`src/rtl/core/akt_pkg.sv`:
```
// ----------------------------------------------------------------------------
// akt_pkg: shared types and constants of the aging key table
// Request and response payloads, table entry layout, cell operation codes.
// ----------------------------------------------------------------------------
package akt_pkg;

    // field widths
    localparam int KeyWidth   = 8;
    localparam int AgeWidth   = 16;
    localparam int FuncWidth  = 2;

    // at most this many responses per request
    localparam int MaxResults = 32;
    localparam int CntWidth   = $clog2(MaxResults + 1);

    // operation codes of a request
    localparam logic [FuncWidth-1:0] FuncAdd    = 2'd0;
    localparam logic [FuncWidth-1:0] FuncRemove = 2'd1;
    localparam logic [FuncWidth-1:0] FuncTick   = 2'd2;

    // indicator commands
    localparam logic LedOff   = 1'b0;
    localparam logic LedBlink = 1'b1;

    // cell operations, broadcast along the chain
    localparam logic [1:0] CellHold   = 2'd0;
    localparam logic [1:0] CellShift  = 2'd1;
    localparam logic [1:0] CellAppend = 2'd2;

    // register file
    localparam int                   PaddrWidth    = 3;
    localparam int                   DataWidth     = 32;
    localparam logic                 RegAgeLimit   = 1'b0;
    localparam logic [AgeWidth-1:0]  AgeLimitReset = 16'd60;

    typedef struct packed {
        logic [FuncWidth-1:0] func;
        logic [KeyWidth-1:0]  key;
    } req_t;

    typedef struct packed {
        logic [KeyWidth-1:0] led_key;
        logic                led_command;
        logic                found;
        logic                dropped;
        logic                last;
    } rsp_t;

    // one table entry; done marks an entry already visited in the current sweep
    typedef struct packed {
        logic                valid;
        logic                done;
        logic [KeyWidth-1:0] key;
        logic [AgeWidth-1:0] age;
    } entry_t;

    typedef struct packed {
        logic [1:0] op;
        entry_t     ins;
    } chain_ctl_t;

endpackage

```
`src/rtl/core/akt_cell.sv`:
```
// ----------------------------------------------------------------------------
// akt_cell: one slot of the key table
// Holds one entry, pulls from its right neighbor on a shift, and takes the
// broadcast entry as the last occupied slot on a shift, first free on append.
// ----------------------------------------------------------------------------
module akt_cell (
    input  logic               clk,
    input  logic               rst_n,
    input  akt_pkg::chain_ctl_t ctl,
    input  akt_pkg::entry_t     right,
    input  logic               left_valid,
    output akt_pkg::entry_t     ent
);

    logic                          valid_reg;
    logic                          valid_next;
    logic                          done_reg;
    logic                          done_next;
    logic [akt_pkg::KeyWidth-1:0]  key_reg;
    logic [akt_pkg::KeyWidth-1:0]  key_next;
    logic [akt_pkg::AgeWidth-1:0]  age_reg;
    logic [akt_pkg::AgeWidth-1:0]  age_next;

    // next entry of this slot
    always_comb
    begin
        valid_next = valid_reg;
        done_next  = done_reg;
        key_next   = key_reg;
        age_next   = age_reg;
        case (ctl.op)
            akt_pkg::CellShift:
            begin
                if (right.valid)
                begin
                    valid_next = right.valid;
                    done_next  = right.done;
                    key_next   = right.key;
                    age_next   = right.age;
                end
                else if (valid_reg)
                begin
                    // last occupied slot before the pop: write-back lands here
                    valid_next = ctl.ins.valid;
                    done_next  = ctl.ins.done & ctl.ins.valid;
                    key_next   = ctl.ins.key;
                    age_next   = ctl.ins.age;
                end
                else
                begin
                    valid_next = 1'b0;
                    done_next  = 1'b0;
                end
            end
            akt_pkg::CellAppend:
            begin
                done_next = 1'b0;
                if (!valid_reg && left_valid)
                begin
                    valid_next = ctl.ins.valid;
                    key_next   = ctl.ins.key;
                    age_next   = ctl.ins.age;
                end
            end
            default:
            begin
                valid_next = valid_reg;
            end
        endcase
    end

    // control bits
    always_ff @(posedge clk or negedge rst_n)
    begin
        if (!rst_n)
        begin
            valid_reg <= 1'b0;
            done_reg  <= 1'b0;
        end
        else
        begin
            valid_reg <= valid_next;
            done_reg  <= done_next;
        end
    end

    // payload bits
    always_ff @(posedge clk)
    begin
        key_reg <= key_next;
        age_reg <= age_next;
    end

    assign ent.valid = valid_reg;
    assign ent.done  = done_reg;
    assign ent.key   = key_reg;
    assign ent.age   = age_reg;

endmodule

```
`src/rtl/core/akt_ctrl.sv`:
```
// ----------------------------------------------------------------------------
// akt_ctrl: sweep sequencer of the key table
// Takes a request, walks the table through the head of the cell chain,
// writes entries back behind the unvisited ones and builds the responses.
// ----------------------------------------------------------------------------
module akt_ctrl (
    input  logic                          clk,
    input  logic                          rst_n,
    input  logic [akt_pkg::AgeWidth-1:0]  age_limit,
    input  logic                          req_valid,
    output logic                          req_ready,
    input  akt_pkg::req_t                 req_data,
    output logic                          rsp_valid,
    input  logic                          rsp_ready,
    output akt_pkg::rsp_t                 rsp_data,
    input  akt_pkg::entry_t               head,
    input  logic                          full,
    output akt_pkg::chain_ctl_t           ctl
);

    localparam logic [1:0] StIdle   = 2'd0;
    localparam logic [1:0] StSweep  = 2'd1;
    localparam logic [1:0] StFinish = 2'd2;

    logic [1:0]                      state_reg;
    logic [1:0]                      state_next;
    logic [akt_pkg::FuncWidth-1:0]   func_reg;
    logic [akt_pkg::FuncWidth-1:0]   func_next;
    logic [akt_pkg::KeyWidth-1:0]    key_reg;
    logic [akt_pkg::KeyWidth-1:0]    key_next;
    logic                            hit_reg;
    logic                            hit_next;
    logic [akt_pkg::CntWidth-1:0]    cnt_reg;
    logic [akt_pkg::CntWidth-1:0]    cnt_next;
    logic                            pend_valid_reg;
    logic                            pend_valid_next;
    logic [akt_pkg::KeyWidth-1:0]    pend_key_reg;
    logic [akt_pkg::KeyWidth-1:0]    pend_key_next;
    logic                            rsp_valid_reg;
    logic                            rsp_valid_next;
    akt_pkg::rsp_t                   rsp_reg;
    akt_pkg::rsp_t                   rsp_next;
    logic                            out_free;
    logic                            head_live;
    logic                            match;
    logic                            load_rsp;

    assign out_free  = !rsp_valid_reg || rsp_ready;
    assign head_live = head.valid && !head.done;
    assign match     = (head.key == key_reg);
    assign req_ready = (state_reg == StIdle);

    // sequencer and head processing
    always_comb
    begin
        state_next      = state_reg;
        func_next       = func_reg;
        key_next        = key_reg;
        hit_next        = hit_reg;
        cnt_next        = cnt_reg;
        pend_valid_next = pend_valid_reg;
        pend_key_next   = pend_key_reg;
        load_rsp        = 1'b0;
        rsp_next        = rsp_reg;
        ctl.op          = akt_pkg::CellHold;
        ctl.ins         = '0;

        unique case (state_reg)
            StIdle:
            begin
                if (req_valid)
                begin
                    func_next       = req_data.func;
                    key_next        = req_data.key;
                    hit_next        = 1'b0;
                    cnt_next        = '0;
                    pend_valid_next = 1'b0;
                    priority if (req_data.func == akt_pkg::FuncAdd)
                    begin
                        if (req_data.key != '0)
                        begin
                            state_next = StSweep;
                        end
                    end
                    else if (req_data.func == akt_pkg::FuncRemove ||
                             req_data.func == akt_pkg::FuncTick)
                    begin
                        state_next = StSweep;
                    end
                    else
                    begin
                        state_next = StIdle;
                    end
                end
            end

            StSweep:
            begin
                if (!head_live)
                begin
                    state_next = StFinish;
                end
                else if (out_free)
                begin
                    // pop the head and write it back behind the unvisited entries
                    ctl.op        = akt_pkg::CellShift;
                    ctl.ins.valid = 1'b1;
                    ctl.ins.done  = 1'b1;
                    ctl.ins.key   = head.key;
                    ctl.ins.age   = head.age;
                    case (func_reg)
                        akt_pkg::FuncAdd:
                        begin
                            hit_next = hit_reg | match;
                        end
                        akt_pkg::FuncRemove:
                        begin
                            if (match && !hit_reg)
                            begin
                                ctl.ins.valid = 1'b0;
                                hit_next      = 1'b1;
                            end
                        end
                        akt_pkg::FuncTick:
                        begin
                            if (head.age < age_limit)
                            begin
                                ctl.ins.age = head.age + 16'd1;
                            end
                            else if (cnt_reg < akt_pkg::CntWidth'(akt_pkg::MaxResults))
                            begin
                                // expired: free it, hold its off command until
                                // we know whether another one follows
                                ctl.ins.valid   = 1'b0;
                                cnt_next        = cnt_reg + 1'b1;
                                pend_valid_next = 1'b1;
                                pend_key_next   = head.key;
                                if (pend_valid_reg)
                                begin
                                    load_rsp             = 1'b1;
                                    rsp_next.led_key     = pend_key_reg;
                                    rsp_next.led_command = akt_pkg::LedOff;
                                    rsp_next.found       = 1'b0;
                                    rsp_next.dropped     = 1'b0;
                                    rsp_next.last        = 1'b0;
                                end
                            end
                        end
                        default:
                        begin
                            hit_next = hit_reg;
                        end
                    endcase
                end
            end

            StFinish:
            begin
                if (out_free)
                begin
                    // clear visit marks, append a new key at the first free slot
                    ctl.op        = akt_pkg::CellAppend;
                    ctl.ins.valid = (func_reg == akt_pkg::FuncAdd) && !hit_reg && !full;
                    ctl.ins.done  = 1'b0;
                    ctl.ins.key   = key_reg;
                    ctl.ins.age   = '0;
                    state_next    = StIdle;
                    case (func_reg)
                        akt_pkg::FuncAdd:
                        begin
                            load_rsp             = 1'b1;
                            rsp_next.led_key     = key_reg;
                            rsp_next.led_command = akt_pkg::LedBlink;
                            rsp_next.found       = 1'b0;
                            rsp_next.dropped     = !hit_reg && full;
                            rsp_next.last        = 1'b1;
                        end
                        akt_pkg::FuncRemove:
                        begin
                            load_rsp             = 1'b1;
                            rsp_next.led_key     = key_reg;
                            rsp_next.led_command = akt_pkg::LedOff;
                            rsp_next.found       = hit_reg;
                            rsp_next.dropped     = 1'b0;
                            rsp_next.last        = 1'b1;
                        end
                        akt_pkg::FuncTick:
                        begin
                            if (pend_valid_reg)
                            begin
                                load_rsp             = 1'b1;
                                rsp_next.led_key     = pend_key_reg;
                                rsp_next.led_command = akt_pkg::LedOff;
                                rsp_next.found       = 1'b0;
                                rsp_next.dropped     = 1'b0;
                                rsp_next.last        = 1'b1;
                            end
                        end
                        default:
                        begin
                            load_rsp = 1'b0;
                        end
                    endcase
                end
            end

            default:
            begin
                state_next = StIdle;
            end
        endcase
    end

    // response register
    always_comb
    begin
        if (load_rsp)
        begin
            rsp_valid_next = 1'b1;
        end
        else if (rsp_ready)
        begin
            rsp_valid_next = 1'b0;
        end
        else
        begin
            rsp_valid_next = rsp_valid_reg;
        end
    end

    // control state
    always_ff @(posedge clk or negedge rst_n)
    begin
        if (!rst_n)
        begin
            state_reg      <= StIdle;
            hit_reg        <= 1'b0;
            cnt_reg        <= '0;
            pend_valid_reg <= 1'b0;
            rsp_valid_reg  <= 1'b0;
        end
        else
        begin
            state_reg      <= state_next;
            hit_reg        <= hit_next;
            cnt_reg        <= cnt_next;
            pend_valid_reg <= pend_valid_next;
            rsp_valid_reg  <= rsp_valid_next;
        end
    end

    // payload
    always_ff @(posedge clk)
    begin
        func_reg     <= func_next;
        key_reg      <= key_next;
        pend_key_reg <= pend_key_next;
        if (load_rsp)
        begin
            rsp_reg <= rsp_next;
        end
    end

    assign rsp_valid = rsp_valid_reg;
    assign rsp_data  = rsp_reg;

endmodule

```
`src/rtl/core/aging_key_table_with_led_core.sv`:
```
// ----------------------------------------------------------------------------
// aging_key_table_with_led_core: aging key table with indicator commands
// Keeps up to CAPACITY keys with age counters and issues blink/off commands.
// ----------------------------------------------------------------------------
// Usage
// - request channel (req_valid/req_ready/req_data): func add, remove or tick
//   plus a key. A request is taken only while no other request is in work.
// - response channel (rsp_valid/rsp_ready/rsp_data): indicator commands; last
//   marks the final one of a request. An add gives one blink command (none for
//   key zero), a remove one off command, a tick one off command per expiry.
// - the table lives in a row of CAPACITY cells. A request sweeps the valid
//   entries past the head cell, one entry per cycle unless the response
//   register is stalled.
// - responses sit in an output register; while it is stalled the sweep holds
//   at the head entry, and nothing is lost.
// - age_limit sits at byte address 0 of the APB port, 60 after reset; write it
//   only while no request is in work.
// - reset empties the table at once; no clearing pass is needed.
// ----------------------------------------------------------------------------
module aging_key_table_with_led_core #(
    parameter int CAPACITY = 32
) (
    input  logic                             clk,
    input  logic                             rst_n,
    input  logic                             psel,
    input  logic                             penable,
    input  logic                             pwrite,
    input  logic [akt_pkg::PaddrWidth-1:0]   paddr,
    input  logic [akt_pkg::DataWidth-1:0]    pwdata,
    output logic [akt_pkg::DataWidth-1:0]    prdata,
    output logic                             pready,
    input  logic                             req_valid,
    output logic                             req_ready,
    input  akt_pkg::req_t                    req_data,
    output logic                             rsp_valid,
    input  logic                             rsp_ready,
    output akt_pkg::rsp_t                    rsp_data
);

    logic [akt_pkg::AgeWidth-1:0]  age_limit_reg;
    logic [akt_pkg::AgeWidth-1:0]  age_limit_next;
    logic                          reg_sel;
    akt_pkg::chain_ctl_t           ctl;
    akt_pkg::entry_t               ent [CAPACITY];

    // register access
    assign pready  = 1'b1;
    assign reg_sel = (paddr[akt_pkg::PaddrWidth-1] == akt_pkg::RegAgeLimit);

    always_comb
    begin
        age_limit_next = age_limit_reg;
        if (psel && penable && pwrite && reg_sel)
        begin
            age_limit_next = pwdata[akt_pkg::AgeWidth-1:0];
        end
    end

    always_ff @(posedge clk or negedge rst_n)
    begin
        if (!rst_n)
        begin
            age_limit_reg <= akt_pkg::AgeLimitReset;
        end
        else
        begin
            age_limit_reg <= age_limit_next;
        end
    end

    assign prdata = reg_sel ?
        {{(akt_pkg::DataWidth - akt_pkg::AgeWidth){1'b0}}, age_limit_reg} : '0;

    // row of table cells, head at index 0
    for (genvar i = 0; i < CAPACITY; i++)
    begin : g_cell
        akt_pkg::entry_t right;
        logic            left_valid;

        if (i == CAPACITY - 1)
        begin : g_tail
            assign right = '0;
        end
        else
        begin : g_body
            assign right = ent[i+1];
        end

        if (i == 0)
        begin : g_head
            assign left_valid = 1'b1;
        end
        else
        begin : g_rest
            assign left_valid = ent[i-1].valid;
        end

        akt_cell u_cell (
            .clk        (clk),
            .rst_n      (rst_n),
            .ctl        (ctl),
            .right      (right),
            .left_valid (left_valid),
            .ent        (ent[i])
        );
    end

    // sweep sequencer
    akt_ctrl u_ctrl (
        .clk       (clk),
        .rst_n     (rst_n),
        .age_limit (age_limit_reg),
        .req_valid (req_valid),
        .req_ready (req_ready),
        .req_data  (req_data),
        .rsp_valid (rsp_valid),
        .rsp_ready (rsp_ready),
        .rsp_data  (rsp_data),
        .head      (ent[0]),
        .full      (ent[CAPACITY-1].valid),
        .ctl       (ctl)
    );

endmodule

```
`config.mk`:
```
export PLATFORM = sky130hd
export DESIGN_NAME = aging_key_table_with_led_core
export DESIGN_NICKNAME = d
export VERILOG_FILES = /design/src/rtl/core/akt_pkg.sv /design/src/rtl/core/akt_cell.sv /design/src/rtl/core/akt_ctrl.sv /design/src/rtl/core/aging_key_table_with_led_core.sv
export SDC_FILE = /design/constraint.sdc
export NUM_CORES = 2
export LEC_CHECK = 0
export BUFFER_PORTS_ARGS = -buffer_cell sky130_fd_sc_hd__buf_2
export CAP_MARGIN = 20
export CORE_MARGIN = 2
export CORE_UTILIZATION = 45
export CTS_BUF_LIST = sky130_fd_sc_hd__clkbuf_16
export DETAILED_ROUTE_END_ITERATION = 16
export GPL_ROUTABILITY_DRIVEN = 0
export SKIP_CTS_REPAIR_TIMING = 1
export SLEW_MARGIN = 30
export SYNTH_ARGS = -nofsm -noshare
export SYNTH_HDL_FRONTEND = slang
export SYNTH_SLANG_ARGS = --single-unit
```
`constraint.sdc`:
```
create_clock -name clk -period 6 [get_ports clk]
set_input_delay 0 -clock clk [delete_from_list [all_inputs] [get_ports clk]]
set_output_delay 0 -clock clk [all_outputs]
set_load 0.05 [all_outputs]
```
After elaboration in Yosys (flattened, before gate mapping)
Index checks and enable logic that the tools add are counted.
{ "op_classes": {"multipliers": 0, "n_lt_le_gt_ge": 2, "reduce_logical": 153, "addsub": 2, "n_eq_ne": 87, "bitwise": 4, "n_mux": 534, "div_mod_pow": 0, "shift": 0} }
{ "ops": {"columns": ["operator", "count"], "rows": [
  ["$mux W16", 98],
  ["$pmux W16 S2", 32],
  ["$mux W8", 95],
  ["$pmux W8 S2", 32],
  ["$mux W1", 180],
  ["$pmux W1 S2", 70],
  ["$mux W12", 8],
  ["$ne A3 B1 Y1 const B", 32],
  ["$reduce_and A3 Y1", 32],
  ["$ne A2 B1 Y1 const B", 38],
  ["$reduce_and A2 Y1", 32],
  ["$mux W28", 2],
  ["$pmux W28 S2", 1],
  ["$logic_and A1 B1 Y1", 39],
  ["$mux W6", 6],
  ["$pmux W12 S3", 1],
  ["$logic_not A1 Y1", 34],
  ["$mux W27", 1],
  ["$pmux W12 S2", 1],
  ["$add A16 B1 Y16 const B", 1],
  ["$lt A16 B16 Y1", 1],
  ["$pmux W6 S2", 1],
  ["$reduce_and A6 Y1", 2],
  ["$reduce_and A11 Y1", 1],
  ["other kinds (21)", 42]
]} }
{ "word_totals": {"rom_bits": 0, "out_inout_bits": 47, "word_cells": 924, "ff_bits": 889, "ramBits": 0, "latchBits": 0, "mem_count": 0} }

Longest topological paths before layout
{ "depth": {"depth_word": 11, "ltp_mapped": 16} }

Cells and area by module
A second synthesis with hierarchy kept.
{ "unflattened": {"cells_unflattened": 2673, "hier_area_um2": 45782.7} }
{ "modules_own_cells": {"columns": ["module", "seq_area_each_um2", "n_inst", "cells_each", "area_per_inst_um2"], "rows": [
  ["akt_cell at g_cell[0].u_cell ...", 770.7, 31, 72, 1312.5],
  ["akt_ctrl", 1176.1, 1, 299, 2886.5],
  ["akt_cell at g_cell[30].u_cell", 770.7, 1, 72, 1303.8],
  ["aging_key_table_with_led_core", 405.4, 1, 70, 904.6]
]} }

Worst setup path before layout
No wires, ideal clock.
{ "synth_path": {"path_type": "reg-to-reg", "from": "reg u_ctrl.state_reg[1]", "to": "reg g_cell[1].u_cell.age_reg[0] (netlist bit), enable pin", "stages_incl_launch_ff": 15, "period_less_slack_ps": 5162, "path_buffers": 9, "setup_slack_ps": 838, "setup_ps": 442, "arrival_time_ps": 4719, "path_cell_list": "dfrtp_1 > inv_1 > ha_1 > clkbuf_1 > nand4_1 > clkbuf_1 > clkbuf_1 > clkbuf_1 > ha_1 > clkbuf_1 > clkbuf_1 > clkbuf_1 > clkbuf_1 > clkbuf_1 > a211oi_1"} }
{ "synth_via": {"elab_chain_len": 5, "elab_cells_between_ends": 9, "classes_between": "6 x eq/ne; 1 x mux; 2 x reduce/logical"} }
{ "synth_lines": {"columns": ["element", "line", "source"], "rows": [
  ["from (decl)", "akt_ctrl.sv:25", "logic [1:0] state_reg;"],
  ["from (signal assigned)", "akt_ctrl.sv:236", "state_reg <= StIdle;"],
  ["from (signal assigned)", "akt_ctrl.sv:244", "state_reg <= state_next;"],
  ["$eq A2 B2 Y1 / $eq A2 B1 Y1 (equally long branches)", "akt_ctrl.sv:68", "unique case (state_reg)"],
  ["$pmux W28 S2 *", "akt_ctrl.sv:68", null],
  ["$eq A2 B1 Y1 / $eq A2 B2 Y1 (equally long branches)", "akt_cell.sv:31", "case (ctl.op)"],
  ["$ne A3 B1 Y1 (no line), or another cell as far along", null, null],
  ["$reduce_and A3 Y1 (no line) *", null, null],
  ["to (signal assigned)", "akt_cell.sv:91", "age_reg <= age_next;"],
  ["to (decl)", "akt_cell.sv:21", "logic [akt_pkg::AgeWidth-1:0] age_reg;"]
]} }
Every way passes the cells marked *; elsewhere a longest branch is shown, timed or not.
A chain may end at the register's enable or synchronous reset.

Worst setup path after layout
{ "layout_path": {"from": "reg age_limit_reg[5] (netlist bit)", "to": "reg g_cell[6].u_cell.age_reg[8] (netlist bit) (data pin)"} }
{ "layout_via": {"elab_chain_len": 9, "elab_cells_between_ends": 10, "classes_between": "1 x order compare; 9 x mux"} }
{ "layout_lines": {"columns": ["element", "line", "source"], "rows": [
  ["from (decl)", "aging_key_table_with_led_core.sv:40", "logic [akt_pkg::AgeWidth-1:0] age_limit_reg;"],
  ["from (signal assigned)", "aging_key_table_with_led_core.sv:63", "age_limit_reg <= akt_pkg::AgeLimitReset;"],
  ["from (signal assigned)", "aging_key_table_with_led_core.sv:67", "age_limit_reg <= age_limit_next;"],
  ["$lt A16 B16 Y1 *", "akt_ctrl.sv:126", "if (head.age < age_limit)"],
  ["$mux W16 *", "akt_ctrl.sv:126", null],
  ["$mux W16 *", "akt_ctrl.sv:111", "case (func_reg)"],
  ["$mux W27 *", "akt_ctrl.sv:103", "else if (out_free)"],
  ["$mux W28 *", "akt_ctrl.sv:99", "if (!head_live)"],
  ["$pmux W28 S2 *", "akt_ctrl.sv:68", null],
  ["$mux W16", "akt_cell.sv:41", "else if (valid_reg)"],
  ["$mux W16", "akt_cell.sv:34", "if (right.valid)"],
  ["$pmux W16 S2 *", "akt_cell.sv:31", null],
  ["via g_cell[6].u_cell.age_next (one bit)", "akt_cell.sv:22", "logic [akt_pkg::AgeWidth-1:0] age_next;"],
  ["to (signal assigned)", "akt_cell.sv:91", null],
  ["to (decl)", "akt_cell.sv:21", null]
]} }
Mark *: on every way through the listed nets, which the timed path passes. The rest lies on a longest branch. The select of a mux whose other input is x is not followed.

==> impl_metrics.tcl <==
set metrics [dict create \
    slew_headroom_pct 38.0 \
    drtPass1Iterations 5 \
    synth_cells 3320 \
    clk_latency_ns 0.67 \
    dp_cells 4282 \
    cpLargestDelayFamily "compound AO/OA/AOI/OAI gates" \
    fp.dieW_um 301 \
    num_rows 108 \
    synth_edf_count 798 \
    syn2layout_area_growth_pct 12.8 \
    worst_pin_slew_ns 0.930 \
    critical_path.max_fanout 18 \
    final_common_cell "edfxtp_1" \
    fin_cells 4487 \
    clkSinkCount 889 \
    powerDensity_mw_per_mm2 441 \
    path_buf_inv 2 \
    grt.total_usage_pct 19.8 \
    postSynthAreaPerCell_um2 12.0 \
    grt_max_degree 128 \
    worstPathCellList "inv_1 > ha_1 > a21o_1 > a221oi_1 > o22ai_4 > nor4b_1 > mux2i_4 > buf_4 > o21ai_0" \
    dp_hpwl_mm 56.8 \
    clock-root-buffer "clkbuf_16" \
    die_h_um 301 \
    leakage_nw 15.9 \
    ir_drop_v 0.000452 \
    synth_compound_area_share_pct 16.9 \
    die-area_mm2 0.0906 \
    vias 26200 \
    vias_per_cell 5.84 \
    yosysWarnings 0 \
    cp.arrival_ns 4.49 \
    core_mm2 0.0872 \
    synthArstFlopShare_pct 10.2 \
    post-route-period-util_pct 68.6 \
    status "complete, no violations" \
    finalWirelength_mm 91.1 \
    cp-end-kind "register" \
    skew_ns 0.0331 \
    hold_viol_final 0 \
    cap_viol_max_count 0 \
    fin_crit_ns 4.11 \
    yosysSeqAreaShare_pct 66.1 \
    initial_core_util_pct 45.6 \
    synthAdderAreaFrac_pct 0.819 \
    synth_top_family_by_area "compound AO/OA/AOI/OAI gates" \
    layout.nets 3335 \
    layout_common_cells "edfxtp_1 (798), nor2_1 (464), a21oi_1 (383), nand2_1 (239), a22o_1 (226)" \
    ys.flop_type "edfxtp_1" \
    grt.overflow.total 0 \
    clockBufferDepth 3 \
    synth-xor-area-share_pct 0.510 \
    muxShareOfSynthArea_pct 0.608 \
    cts_buffers 91 \
    setup_viol 0 \
    grt_pass1_vias 26300 \
    tritoncts "built" \
    final-max-slew-violation-count 0 \
    max_stage_delay_ns 0.82 \
    routedWlPerCell_um 20.3 \
    fmax_mhz 243 \
    synthSimpleGateAreaFrac_pct 10.7 \
    grt_pass1_wl_mm 143 \
    ys_types 66 \
    synth.cell_area_mm2 0.0397 \
    finish.instance_area_mm2 0.0448 \
    largest_reg_flops 512 \
    final_antenna_net_count 0 \
    num_antenna_cells 0 \
    antenna_found_initial 2 \
    crit_required_ns 6.37 \
    synth_seq_cells 889 \
    drc 0 \
    ios 99 \
    port_buffers 63 \
    slowest_stage "mux2i_4" \
    rsz0062_at_grt "false" \
    path_class "register to register" \
    placed_area_mm2 0.0414 \
    drtIter0Drc 2124 \
    min_path_type "input pin to register" \
    layout-drive-gt1-share_pct 11.6 \
    fin_setup_tns_ns 0 \
    startpoint_type "register" \
    clk_pin_slew_worst_paths_ns 0.06 \
    h-tree-depth 3 \
]
[report_power, final]
part           total [mW]  leakage (nW)  switching [mW]  internal [mW]
Sequential           9.57          8.71           0.580           8.99
Clock                5.63          1.52            2.40           3.23
Combinational        4.56          5.66            3.28           1.29
Total                19.8          15.9            6.26           13.5
[metrics by stage]
| step | power [mW] | hold slack, ns | setup slack [ns] | utilization, % |
|---|---|---|---|---|
| after floorplan | 12.5 | -0.296 | 0.838 | - |
| after global placement | 13.9 | -0.0943 | 1.83 | 47.2 |
| after detailed placement | 14.2 | -0.0784 | 1.89 | 47.5 |
| after CTS | 19.9 | -0.794 | 1.83 | 50.9 |
| after global routing | 20.7 | 0.0425 | 1.61 | 51.4 |
| final | 19.8 | 0.0589 | 1.89 | 51.4 |
[kinds of logic (layout without fill, tap and decap cells)]
group	Yosys count	after routing
AO/OA/AOI/OAI	1001	1001
AND/OR/NAND/NOR	952	952
flip-flops	889	889
buffers and inverters	410	407
adder cells (fa/ha/maj)	26	26
multiplexers	22	22
XOR/XNOR	18	18
other	2	17
[synth_stat cells (all sizes together), types with 3 or more instances]
master	number	area share, %
a22o	226	5.0
edfxtp	798	60
nand4	13	0.20
or4	25	0.47
xor2	14	0.42
a21o	3	0.057
xnor2	4	0.088
a221oi	7	0.15
mux2i	5	0.13
a31oi	3	0.047
dfrtp	87	5.5
a21oi	383	4.8
o21a	26	0.49
inv	48	0.45
clkbuf	265	2.5
nor3	5	0.076
mux2	17	0.48
o211ai	96	1.8
nand2	239	2.3
a22oi	8	0.15
o21ai	86	1.1
a211oi	21	0.40
nand2b	70	1.1
buf	96	1.3
nor4	14	0.44
nor2	468	4.4
dfstp	4	0.26
nor2b	36	0.57
o31ai	94	1.8
and3	5	0.079
and2	17	0.27
a41oi	31	0.68
ha	26	0.82
nand3	50	0.63
[metal layers]
metal,global-route usage (%),share of wire (%),vias up
met5,0,0,-
met3,3.62,5.5,171
met4,5.75,2.5,0
li1,-,-,12100
met2,33.4,49,683
met1,26.2,43,13200
[final cells by class]
cell class / count / area, um^2
Multi-Input combinational cell: 2036 / 12500
Tap cell: 1155 / 1450
Inverter: 49 / 184
Timing Repair Buffer: 190 / 1470
Sequential cell: 889 / 26200
Fill cell: 7354 / 42400
Clock inverter: 76 / 664
Clock buffer: 92 / 2300
[worst paths after layout]
check / startpoint / to / slack, ns / depth (start not counted)
setup / recovery: age_limit_reg[5]$_DFFE_PN1P_ / g_cell[6].u_cell.age_reg[8]$_DFFE_PP_ / 1.89 / 9
hold / removal: req_data[6] / u_ctrl.key_reg[6]$_DFFE_PP_ / 0.06 / 2
setup reg to reg: age_limit_reg[5]$_DFFE_PN1P_ / g_cell[6].u_cell.age_reg[8]$_DFFE_PP_ / 1.89 / 9
hold reg to reg: g_cell[31].u_cell.done_reg$_DFFE_PN0P_ / g_cell[31].u_cell.done_reg$_DFFE_PN0P_ / 0.48 / 2
max in group asynchronous: rst_n / age_limit_reg[15]$_DFFE_PN0P_ / 4.19 / 4
min in group asynchronous: rst_n / age_limit_reg[5]$_DFFE_PN1P_ / 0.48 / 3
Note: power is estimated with default switching activity, not from simulation.
